### src/rtl/core/brld_pkg.sv
// ----------------------------------------------------------------------------
// brld_pkg
// Types and constants shared by the bit run-length decoder modules.
// ----------------------------------------------------------------------------
package brld_pkg;

    // input function codes
    localparam logic [1:0] FUNC_DATA   = 2'd0;
    localparam logic [1:0] FUNC_FINISH = 2'd1;
    localparam logic [1:0] FUNC_CLEAR  = 2'd2;

    // result fields
    localparam int              REPEAT_W   = 22;
    localparam logic [21:0]     REPEAT_MAX = '1;
    localparam logic [7:0]      BYTE_ONES  = 8'hFF;

    // queue sizes
    localparam int IN_Q_DEPTH  = 4;
    localparam int IN_Q_AW     = 2;
    localparam int OUT_Q_DEPTH = 4;
    localparam int OUT_Q_AW    = 2;

    // command kinds handed from front to back
    typedef enum logic [1:0] {
        CMD_DATA,
        CMD_FINISH,
        CMD_CLEAR
    } t_cmd_kind;

    typedef struct packed {
        t_cmd_kind  kind;
        logic [7:0] data;
    } t_cmd;

    // one result item
    typedef struct packed {
        logic [7:0]          byte_value;
        logic [REPEAT_W-1:0] repeat_count;
        logic                status;
        logic                last;
    } t_res;

    // decoder sequencer states
    typedef enum logic [1:0] {
        ST_NEXT,
        ST_BIT,
        ST_WHOLE
    } t_back_state;

endpackage

### src/rtl/core/brld_front.sv
// ----------------------------------------------------------------------------
// brld_front
// Accepts input requests, classifies the function code and queues commands.
// ----------------------------------------------------------------------------
module brld_front (
    input  logic          i_clk,
    input  logic          i_rst_n,
    input  logic          push,
    output logic          full,
    input  logic [1:0]    i_func,
    input  logic [7:0]    i_data_byte,
    output logic          o_cmd_vld,
    output brld_pkg::t_cmd o_cmd,
    input  logic          i_cmd_pop
);
    import brld_pkg::*;

    t_cmd                 r_mem [IN_Q_DEPTH];
    logic [IN_Q_AW-1:0]   r_wptr, n_wptr;
    logic [IN_Q_AW-1:0]   r_rptr, n_rptr;
    logic [IN_Q_AW:0]     r_count, n_count;
    logic                 accept;
    logic                 keep;
    logic                 deq;
    t_cmd                 cmd_in;

    // classify the incoming function code; the unused code is dropped
    always_comb begin
        keep        = 1'b1;
        cmd_in.data = i_data_byte;
        cmd_in.kind = CMD_DATA;
        unique case (i_func)
            FUNC_DATA:   cmd_in.kind = CMD_DATA;
            FUNC_FINISH: cmd_in.kind = CMD_FINISH;
            FUNC_CLEAR:  cmd_in.kind = CMD_CLEAR;
            default:     keep = 1'b0;
        endcase
    end

    assign full      = (r_count == (IN_Q_AW+1)'(IN_Q_DEPTH));
    assign accept    = push && !full && keep;
    assign deq       = i_cmd_pop && (r_count != '0);
    assign o_cmd_vld = (r_count != '0);
    assign o_cmd     = r_mem[r_rptr];

    // pointer and fill count update
    always_comb begin
        n_wptr  = accept ? r_wptr + IN_Q_AW'(1) : r_wptr;
        n_rptr  = deq ? r_rptr + IN_Q_AW'(1) : r_rptr;
        n_count = r_count + (IN_Q_AW+1)'(accept) - (IN_Q_AW+1)'(deq);
    end

    always_ff @(posedge i_clk) begin
        if (!i_rst_n) begin
            r_wptr  <= '0;
            r_rptr  <= '0;
            r_count <= '0;
        end else begin
            r_wptr  <= n_wptr;
            r_rptr  <= n_rptr;
            r_count <= n_count;
        end
    end

    // queue storage
    always_ff @(posedge i_clk) begin
        if (accept) begin
            r_mem[r_wptr] <= cmd_in;
        end
    end

endmodule

### src/rtl/core/brld_back.sv
// ----------------------------------------------------------------------------
// brld_back
// Walks each command bit by bit, decodes run prefixes and counts, packs
// pixels into bytes and writes results to the output queue.
// ----------------------------------------------------------------------------
module brld_back #(
    parameter int COUNT_BITS = 24
) (
    input  logic           i_clk,
    input  logic           i_rst_n,
    input  logic           i_cmd_vld,
    input  brld_pkg::t_cmd i_cmd,
    output logic           o_cmd_pop,
    output logic           o_res_wr,
    output brld_pkg::t_res o_res,
    input  logic           i_res_full
);
    import brld_pkg::*;

    localparam int CW = $clog2(COUNT_BITS + 1);
    localparam int TW = COUNT_BITS + 1;
    localparam int EW = (TW > REPEAT_W) ? TW : REPEAT_W;
    localparam logic [CW-1:0] PREFIX_LIMIT = CW'(COUNT_BITS - 2);

    t_back_state          r_state, n_state;
    logic                 r_started, n_started;
    logic                 r_run_value, n_run_value;
    logic                 r_reading, n_reading;
    logic [CW-1:0]        r_prefix, n_prefix;
    logic [CW-1:0]        r_cbr, n_cbr;
    logic [COUNT_BITS-1:0] r_accum, n_accum;
    logic [7:0]           r_pbyte, n_pbyte;
    logic [2:0]           r_pbits, n_pbits;
    logic                 r_err, n_err;
    logic [7:0]           r_shift, n_shift;
    logic [3:0]           r_left, n_left;
    logic                 r_pend_vld, n_pend_vld;
    t_res                 r_pend, n_pend;
    t_res                 r_whole, n_whole;

    logic                 bit_in;
    logic [COUNT_BITS-1:0] accum_nx;
    logic [CW-1:0]        cbr_nx;
    logic                 run_end;
    logic [TW-1:0]        total;
    logic                 total_lt8;
    logic [EW-1:0]        whole;
    logic [EW-1:0]        whole_sel;
    logic [REPEAT_W-1:0]  rep_sat;
    logic [3:0]           hi_sh;
    logic [7:0]           lo_mask;
    logic [7:0]           hi_mask;
    logic [7:0]           fill;
    t_res                 first_res;
    t_res                 second_res;
    t_res                 err_res;
    t_res                 step_res;
    logic                 step_res_vld;
    logic                 step_two;
    logic                 res_room;
    logic                 do_clear;

    // run arithmetic for the bit at the head of the shift register
    assign bit_in    = r_shift[7];
    assign accum_nx  = {r_accum[COUNT_BITS-2:0], bit_in};
    assign cbr_nx    = r_cbr + CW'(1);
    assign run_end   = r_reading &&
                       ({1'b0, cbr_nx} >= ({1'b0, r_prefix} + (CW+1)'(2)));
    assign total     = TW'(accum_nx) + TW'(1) + TW'(r_pbits);
    assign total_lt8 = (total < TW'(8));
    assign whole     = EW'(total >> 3);
    assign whole_sel = (r_pbits != 3'd0) ? whole - EW'(1) : whole;
    assign rep_sat   = (whole_sel > EW'(REPEAT_MAX)) ? REPEAT_MAX
                                                     : whole_sel[REPEAT_W-1:0];
    assign hi_sh     = 4'd8 - {1'b0, total[2:0]};
    assign lo_mask   = BYTE_ONES >> r_pbits;
    assign hi_mask   = BYTE_ONES << hi_sh;
    assign fill      = r_run_value ? BYTE_ONES : 8'h00;
    assign res_room  = !r_pend_vld || !i_res_full;

    // candidate results of a finished run and of a prefix overflow
    always_comb begin
        second_res.byte_value   = fill;
        second_res.repeat_count = rep_sat;
        second_res.status       = 1'b0;
        second_res.last         = 1'b0;

        if (r_pbits != 3'd0) begin
            first_res.byte_value   = r_pbyte | (r_run_value ? lo_mask : 8'h00);
            first_res.repeat_count = REPEAT_W'(1);
            first_res.status       = 1'b0;
            first_res.last         = 1'b0;
        end else begin
            first_res = second_res;
        end

        err_res.byte_value   = 8'h00;
        err_res.repeat_count = '0;
        err_res.status       = 1'b1;
        err_res.last         = 1'b0;
    end

    // classify what the current bit produces
    always_comb begin
        step_res_vld = 1'b0;
        step_res     = first_res;
        step_two     = 1'b0;
        if (!r_err && r_started) begin
            if (!r_reading) begin
                if (bit_in && (r_prefix >= PREFIX_LIMIT)) begin
                    step_res_vld = 1'b1;
                    step_res     = err_res;
                end
            end else if (run_end && !total_lt8) begin
                step_res_vld = 1'b1;
                step_two     = (r_pbits != 3'd0) && (whole_sel != '0);
            end
        end
    end

    // sequencer: next state, decoder state and queue writes
    always_comb begin
        n_state     = r_state;
        n_started   = r_started;
        n_run_value = r_run_value;
        n_reading   = r_reading;
        n_prefix    = r_prefix;
        n_cbr       = r_cbr;
        n_accum     = r_accum;
        n_pbyte     = r_pbyte;
        n_pbits     = r_pbits;
        n_err       = r_err;
        n_shift     = r_shift;
        n_left      = r_left;
        n_pend_vld  = r_pend_vld;
        n_pend      = r_pend;
        n_whole     = r_whole;
        o_cmd_pop   = 1'b0;
        o_res_wr    = 1'b0;
        o_res       = r_pend;
        do_clear    = 1'b0;

        unique case (r_state)
            ST_NEXT: begin
                // close the previous item, then take the next command
                if (r_pend_vld && !i_res_full) begin
                    o_res_wr      = 1'b1;
                    o_res.last    = 1'b1;
                    n_pend_vld    = 1'b0;
                end
                if (res_room && i_cmd_vld) begin
                    o_cmd_pop = 1'b1;
                    unique case (i_cmd.kind)
                        CMD_DATA: begin
                            n_shift = i_cmd.data;
                            n_left  = 4'd8;
                            n_state = ST_BIT;
                        end
                        CMD_FINISH: begin
                            if (r_pbits != 3'd0) begin
                                n_pend.byte_value   = r_pbyte;
                                n_pend.repeat_count = REPEAT_W'(1);
                                n_pend.status       = 1'b0;
                                n_pend.last         = 1'b0;
                                n_pend_vld          = 1'b1;
                            end
                            do_clear = 1'b1;
                        end
                        CMD_CLEAR: begin
                            do_clear = 1'b1;
                        end
                        default: begin
                            do_clear = 1'b0;
                        end
                    endcase
                end
            end

            ST_BIT: begin
                if (!step_res_vld || res_room) begin
                    // decoder state for one compressed bit
                    if (!r_err) begin
                        if (!r_started) begin
                            n_started   = 1'b1;
                            n_run_value = bit_in;
                        end else if (!r_reading) begin
                            if (bit_in) begin
                                if (r_prefix >= PREFIX_LIMIT) begin
                                    n_err = 1'b1;
                                end else begin
                                    n_prefix = r_prefix + CW'(1);
                                end
                            end else begin
                                n_reading = 1'b1;
                                n_accum   = '0;
                                n_cbr     = '0;
                            end
                        end else begin
                            n_accum = accum_nx;
                            n_cbr   = cbr_nx;
                            if (run_end) begin
                                n_pbits = total[2:0];
                                if (total_lt8) begin
                                    n_pbyte = r_pbyte |
                                              (r_run_value ? (lo_mask & hi_mask) : 8'h00);
                                end else begin
                                    n_pbyte = r_run_value ? hi_mask : 8'h00;
                                end
                                n_run_value = !r_run_value;
                                n_reading   = 1'b0;
                                n_prefix    = '0;
                                n_cbr       = '0;
                            end
                        end
                    end

                    // hand the older pending result to the queue
                    if (step_res_vld) begin
                        if (r_pend_vld) begin
                            o_res_wr = 1'b1;
                        end
                        n_pend     = step_res;
                        n_pend_vld = 1'b1;
                    end

                    n_shift = {r_shift[6:0], 1'b0};
                    n_left  = r_left - 4'd1;
                    if (step_two) begin
                        n_whole = second_res;
                        n_state = ST_WHOLE;
                    end else if (r_left == 4'd1) begin
                        n_state = ST_NEXT;
                    end
                end
            end

            ST_WHOLE: begin
                // second result of a run: the whole bytes of the run value
                if (!i_res_full) begin
                    o_res_wr = 1'b1;
                    n_pend   = r_whole;
                    n_state  = (r_left == 4'd0) ? ST_NEXT : ST_BIT;
                end
            end

            default: begin
                n_state = ST_NEXT;
            end
        endcase

        // finish and clear return the decoder to its reset state
        if (do_clear) begin
            n_started   = 1'b0;
            n_run_value = 1'b0;
            n_reading   = 1'b0;
            n_prefix    = '0;
            n_cbr       = '0;
            n_accum     = '0;
            n_pbyte     = 8'h00;
            n_pbits     = 3'd0;
            n_err       = 1'b0;
        end
    end

    // control and decoder state
    always_ff @(posedge i_clk) begin
        if (!i_rst_n) begin
            r_state     <= ST_NEXT;
            r_started   <= 1'b0;
            r_run_value <= 1'b0;
            r_reading   <= 1'b0;
            r_prefix    <= '0;
            r_cbr       <= '0;
            r_accum     <= '0;
            r_pbyte     <= 8'h00;
            r_pbits     <= 3'd0;
            r_err       <= 1'b0;
            r_left      <= 4'd0;
            r_pend_vld  <= 1'b0;
        end else begin
            r_state     <= n_state;
            r_started   <= n_started;
            r_run_value <= n_run_value;
            r_reading   <= n_reading;
            r_prefix    <= n_prefix;
            r_cbr       <= n_cbr;
            r_accum     <= n_accum;
            r_pbyte     <= n_pbyte;
            r_pbits     <= n_pbits;
            r_err       <= n_err;
            r_left      <= n_left;
            r_pend_vld  <= n_pend_vld;
        end
    end

    // payload registers
    always_ff @(posedge i_clk) begin
        r_shift <= n_shift;
        r_pend  <= n_pend;
        r_whole <= n_whole;
    end

endmodule

### src/rtl/core/brld_outq.sv
// ----------------------------------------------------------------------------
// brld_outq
// Result queue between the decoder and the receiver.
// ----------------------------------------------------------------------------
module brld_outq (
    input  logic           i_clk,
    input  logic           i_rst_n,
    input  logic           i_wr,
    input  brld_pkg::t_res i_res,
    output logic           o_full,
    output logic           empty,
    input  logic           pop,
    output brld_pkg::t_res o_res
);
    import brld_pkg::*;

    t_res                  r_mem [OUT_Q_DEPTH];
    logic [OUT_Q_AW-1:0]   r_wptr, n_wptr;
    logic [OUT_Q_AW-1:0]   r_rptr, n_rptr;
    logic [OUT_Q_AW:0]     r_count, n_count;
    logic                  enq;
    logic                  deq;

    assign o_full = (r_count == (OUT_Q_AW+1)'(OUT_Q_DEPTH));
    assign empty  = (r_count == '0);
    assign enq    = i_wr && !o_full;
    assign deq    = pop && !empty;
    assign o_res  = r_mem[r_rptr];

    // pointer and fill count update
    always_comb begin
        n_wptr  = enq ? r_wptr + OUT_Q_AW'(1) : r_wptr;
        n_rptr  = deq ? r_rptr + OUT_Q_AW'(1) : r_rptr;
        n_count = r_count + (OUT_Q_AW+1)'(enq) - (OUT_Q_AW+1)'(deq);
    end

    always_ff @(posedge i_clk) begin
        if (!i_rst_n) begin
            r_wptr  <= '0;
            r_rptr  <= '0;
            r_count <= '0;
        end else begin
            r_wptr  <= n_wptr;
            r_rptr  <= n_rptr;
            r_count <= n_count;
        end
    end

    // queue storage
    always_ff @(posedge i_clk) begin
        if (enq) begin
            r_mem[r_wptr] <= i_res;
        end
    end

endmodule

### src/rtl/core/bit_run_length_decoder.sv
// ----------------------------------------------------------------------------
// bit_run_length_decoder
// Decodes a bit run-length stream into (byte value, repeat count) results.
// Input side is a queue: write a request with push while full is low. func 0
// carries a compressed byte, func 1 flushes a carried partial byte and resets
// the decoder, func 2 resets without output, func 3 is dropped.
// Result side is a queue: while empty is low the oldest result is on the
// o_ ports; pop takes it. o_last marks the final result of a request.
// The decoder walks a data byte one compressed bit at a time, then closes the
// request; a run that yields both a partial byte and a whole-byte result also
// passes through a second-result state. The decoder takes a new command only
// after it is through with the current one; a 4-deep command queue lets input
// keep arriving while it works. A result is held until the next result of its
// request forms or the request closes, and only then is written to the result
// queue.
// When the receiver stalls, the 4-deep result queue fills, the decoder
// halts, and then the command queue fills and full rises.
// Reset empties both queues and clears all decoder state.
// ----------------------------------------------------------------------------
module bit_run_length_decoder #(
    parameter int COUNT_BITS = 24
) (
    input  logic        i_clk,
    input  logic        i_rst_n,
    input  logic        push,
    output logic        full,
    input  logic [1:0]  i_func,
    input  logic [7:0]  i_data_byte,
    output logic        empty,
    input  logic        pop,
    output logic [7:0]  o_byte_value,
    output logic [21:0] o_repeat_count,
    output logic        o_status,
    output logic        o_last
);
    import brld_pkg::*;

    logic cmd_vld;
    t_cmd cmd;
    logic cmd_pop;
    logic res_wr;
    t_res res_in;
    logic res_full;
    t_res res_out;

    // front: accept and classify requests
    brld_front u_front (
        .i_clk       (i_clk),
        .i_rst_n     (i_rst_n),
        .push        (push),
        .full        (full),
        .i_func      (i_func),
        .i_data_byte (i_data_byte),
        .o_cmd_vld   (cmd_vld),
        .o_cmd       (cmd),
        .i_cmd_pop   (cmd_pop)
    );

    // back: bit-serial run decoder
    brld_back #(
        .COUNT_BITS (COUNT_BITS)
    ) u_back (
        .i_clk      (i_clk),
        .i_rst_n    (i_rst_n),
        .i_cmd_vld  (cmd_vld),
        .i_cmd      (cmd),
        .o_cmd_pop  (cmd_pop),
        .o_res_wr   (res_wr),
        .o_res      (res_in),
        .i_res_full (res_full)
    );

    // result queue
    brld_outq u_outq (
        .i_clk   (i_clk),
        .i_rst_n (i_rst_n),
        .i_wr    (res_wr),
        .i_res   (res_in),
        .o_full  (res_full),
        .empty   (empty),
        .pop     (pop),
        .o_res   (res_out)
    );

    assign o_byte_value   = res_out.byte_value;
    assign o_repeat_count = res_out.repeat_count;
    assign o_status       = res_out.status;
    assign o_last         = res_out.last;

endmodule
### config.mk
export PLATFORM = sky130hd
export DESIGN_NAME = bit_run_length_decoder
export DESIGN_NICKNAME = d
export VERILOG_FILES = /design/src/rtl/core/brld_pkg.sv /design/src/rtl/core/brld_front.sv /design/src/rtl/core/brld_back.sv /design/src/rtl/core/brld_outq.sv /design/src/rtl/core/bit_run_length_decoder.sv
export SDC_FILE = /design/constraint.sdc
export NUM_CORES = 1
export LEC_CHECK = 0
export ABC_AREA = 1
export BUFFER_PORTS_ARGS = -buffer_cell sky130_fd_sc_hd__buf_4
export CAP_MARGIN = 30
export CORE_MARGIN = 2
export CORE_UTILIZATION = 25
export CTS_CLUSTER_DIAMETER = 60
export DETAILED_ROUTE_END_ITERATION = 6
export SLEW_MARGIN = 20
export SYNTH_ARGS = -nofsm -noshare
export SYNTH_HDL_FRONTEND = slang
export SYNTH_HIERARCHICAL = 1
export SYNTH_SLANG_ARGS = --single-unit
### constraint.sdc
create_clock -name i_clk -period 16.5 [get_ports i_clk]
set_input_delay 1.65 -clock i_clk [delete_from_list [all_inputs] [get_ports i_clk]]
set_output_delay 1.65 -clock i_clk [all_outputs]
set_load 0.1 [all_outputs]
==> results.md <==
* Outcome: finished, final reports clean
* EDFF count, synth at 230
* CP Launch Type: flop
* Count of state elements after synthesis at 303
* Final cycle utilization of the critical path at 29.4%
* Worst voltage drop across the vdd grid at 0.000153 V
* Crit end category: flop
* Die Outline Area at 60,600 um2
* Warnings, synthesis at 6
* Num ports at 48
* Final WS setup at 11.65 ns
* Clock transition time at the flip-flop clock pins of the worst setup and hold paths at 0.06 ns
* Filler Cells Inserted at 5,952
* Power density cells at 157 nW/um2
* Number of cells traversed by the worst hold path at 2
* Die outline width at 246 um
* Cts hold-fix bufs at 0
* Distinct cell type count of the synthesized netlist at 46
* Max Clk Rate at 206 MHz
* Post-cts repair resize count at 0
* Critical setup path kind: reg2reg
* Floorplan row count at 88
* Ys async rst share at 0%
* Final count of pins violating max slew at 0
* Area of the mapped netlist at 14,700 um2
* RSZ-0062 raised after global routing: no
* CTS H-Tree Depth at 1
* Placed wire-length estimate after detailed placement at 21,900 um
* Accumulated negative setup slack at 0 ns
* Proportion of synthesized chip area in sequential cells at 57.1%
* Largest net degree at the start of global routing at 66
* GRT Residual Overflow at 0
* Number of detailed-routing iterations run before antenna repair at 6
* Routed length per placed instance at 13.2 um
* Prevailing post-synth register cell: sky130_fd_sc_hd__edfxtp_1
* Core Footprint at 57,800 um2
* Non-filler cells, final at 2,402
* Required time reported for the critical path endpoint at 16.91 ns
* Critical path's most frequent cell: sky130_fd_sc_hd__nand2_2
* Skew-Pair Late Insertion Delay at 0.56 ns
* Global placement routability congestion at 0.864
* Area added between synthesis and finish at 15.3%
* Least-Margin Pin Slew at 0.900 ns
* Synthesized instance count at 1,575
* Die boundary height at 246 um
* Total track usage at 10.3%
* Worst setup slack after placement at 11.65 ns
* Number of nets produced by synthesis at 1,629
* Final nets at 1,668
* Post-layout minimum cycle time at 4.85 ns
* Clock net sink count at 303
* Vias per Instance at 4.45
* Number of clock buffers inserted by TritonCTS at 30
* First-pass GRT wire length at 51,800 um
* Vias in the first global route at 10,200
* Highest-delay cell along the critical path: sky130_fd_sc_hd__nand2_1
* Final hold violations at 0
* Antenna violations before repair at 0
* Routed vias at 10,700
* Port Buf Inserts at 47
* Share of final-layout standard cells stronger than drive strength 1 at 10.9%
* Initial standard-cell utilization of the core at 25.4%
* Total leakage power at 6.47 nW
* Delay of the slowest cell on the worst path at 0.74 ns
* Worst max-slew margin expressed relative to the limit at 39.8%
* Arrival time of the worst setup path at 5.26 ns
* Worst setup skew after layout at 0.00809 ns
* Dpl cells at 2,344
* TritonCTS clock tree: done
* Clock tree buffer depth at 3
* Root cell of the clock tree: sky130_fd_sc_hd__clkbuf_16
* DRC marker count from the first detailed-route iteration at 797
* # Post-CTS Setup Buffers at 0
* Antenna cells at 0
* Worst hold path class: reg2reg
* R2r worst-path depth at 25
* Count of final setup violators at 0
* Post-detailed-routing wire length at 31,600 um
* Maximum Capacitance Violations at 0
* Per-instance average area after synthesis at 9.31 um2
* Detail Route Antenna Nets at 0
* Max Fanout on Critical Path at 29
* DR DRC count at 0
[report_power, final]
part | switching, W | internal [W] | total [W]
logic | 0.000715 | 0.000194 | 0.000909
clock network | 0.000287 | 0.000467 | 0.000754
registers | 0.0000474 | 0.000945 | 0.000992
total | 0.00105 | 0.00161 | 0.00266
[path summary, 6_finish.rpt]
check / start / to / slack [ns]
worst max-delay path: u_back/r_shift[7] / u_back/r_cbr[0] / 11.65
worst min-delay path: u_back/r_left[3] / u_back/r_left[3] / 0.47
worst max register to register: u_back/r_shift[7] / u_back/r_cbr[0] / 11.65
worst min register to register: u_back/r_left[3] / u_back/r_left[3] / 0.47
[kinds of logic after synthesis]
| logic type | share of synthesized area, % |
|---|---|
| AOI/OAI and AO/OA | 10.2 |
| xor gates and xnor gates | 0.657 |
| adders and majority gates | 3.57 |
| buffers and inverters | 6.32 |
| DFF | 57.1 |
| and+or+nand+nor | 22.2 |
[metrics by stage]
step | utilization (%) | instance area [um2] | hold WS [ns] | power [W]
finish | 29.3 | 16900 | 0.466 | 0.00266
CTS | 29.2 | 16900 | 0.469 | 0.00268
floorplan | - | 14700 | 0.445 | 0.00173
global route | 29.3 | 16900 | 0.501 | 0.00279
global placement | 27.2 | 15700 | 0.455 | 0.00191
detailed placement | 27.3 | 15800 | 0.458 | 0.00192
[cells in the mapped netlist, drive strengths merged, types with 7 or more instances]
| cell | number | area share [%] |
|---|---|---|
| a21oi | 84 | 2.9 |
| a31oi | 9 | 0.38 |
| buf | 31 | 1.6 |
| clkbuf | 27 | 0.72 |
| dfxtp | 73 | 10 |
| edfxtp | 230 | 47 |
| ha | 37 | 3.2 |
| inv | 152 | 3.9 |
| nand2 | 361 | 9.7 |
| nand3 | 102 | 3.8 |
| nand4 | 25 | 1.1 |
| nor2 | 226 | 6.6 |
| nor3 | 19 | 0.75 |
| o21ai | 115 | 3.9 |
| o22ai | 43 | 1.8 |
| xor2 | 7 | 0.42 |
[registers in the layout, indices dropped and copies added, names as in the netlist, named ones only]
register	count
u_back/r_pend_vld	1
u_outq/r_count	3
u_outq/r_mem	128
u_front/r_wptr	2
u_back/r_prefix	5
u_front/r_mem	40
u_back/r_err	1
u_front/r_rptr	2
u_outq/r_rptr	2
u_back/r_shift	8
u_back/r_pbyte	8
u_back/r_left	4
u_back/r_pbits	3
u_back/r_reading	1
u_outq/r_wptr	2
u_back/r_accum	23
u_back/o_res	31
u_back/r_state	2
u_back/r_cbr	5
u_back/r_started	1
u_back/r_run_value	1
u_back/r_whole	23
u_front/r_count	3
[metal layers]
layer  up-vias  global-route usage [%]  wire (um)
met5         -                       0          0
met4         0                    2.94        516
met3        34                    1.11       1210
met2       196                    18.1      15400
met1      5018                    13.4      14500
li1       5431                       -          -
[final cells by class]
| class | count | area (um2) | share of cell area (%) |
|---|---|---|---|
| flip-flops and latches | 303 | 8370 | 49.5 |
| multi-input cells | 1061 | 5390 | 31.8 |
| well taps | 765 | 957 | 5.66 |
| clock buffers | 33 | 783 | 4.63 |
| inverters | 153 | 582 | 3.44 |
| repair buffers | 65 | 510 | 3.02 |
| clock inverters | 22 | 324 | 1.92 |
[critical path: cells and delay by family (launching register included)]
| kind | cells | cell delay (ns) |
|---|---|---|
| compound gates | 2 | 0.39 |
| buf+inv | 4 | 0.35 |
| flops | 1 | 0.48 |
| simple gates | 16 | 2.71 |
| fa+ha+maj | 3 | 0.75 |
[placed cells by master (no fill, tap or decap), types with 9 or more instances in the layout]
master,count
sky130_fd_sc_hd__a21oi_1,82
sky130_fd_sc_hd__a31oi_1,9
sky130_fd_sc_hd__buf_4,62
sky130_fd_sc_hd__clkbuf_16,31
sky130_fd_sc_hd__dfxtp_1,72
sky130_fd_sc_hd__edfxtp_1,230
sky130_fd_sc_hd__ha_1,37
sky130_fd_sc_hd__inv_1,145
sky130_fd_sc_hd__nand2_1,344
sky130_fd_sc_hd__nand2_2,12
sky130_fd_sc_hd__nand3_1,97
sky130_fd_sc_hd__nand4_1,25
sky130_fd_sc_hd__nor2_1,198
sky130_fd_sc_hd__nor2_2,18
sky130_fd_sc_hd__nor3_1,15
sky130_fd_sc_hd__o21ai_0,86
sky130_fd_sc_hd__o21ai_1,29
sky130_fd_sc_hd__o22ai_1,43
No activity file was read; power rests on OpenSTA's default activity.
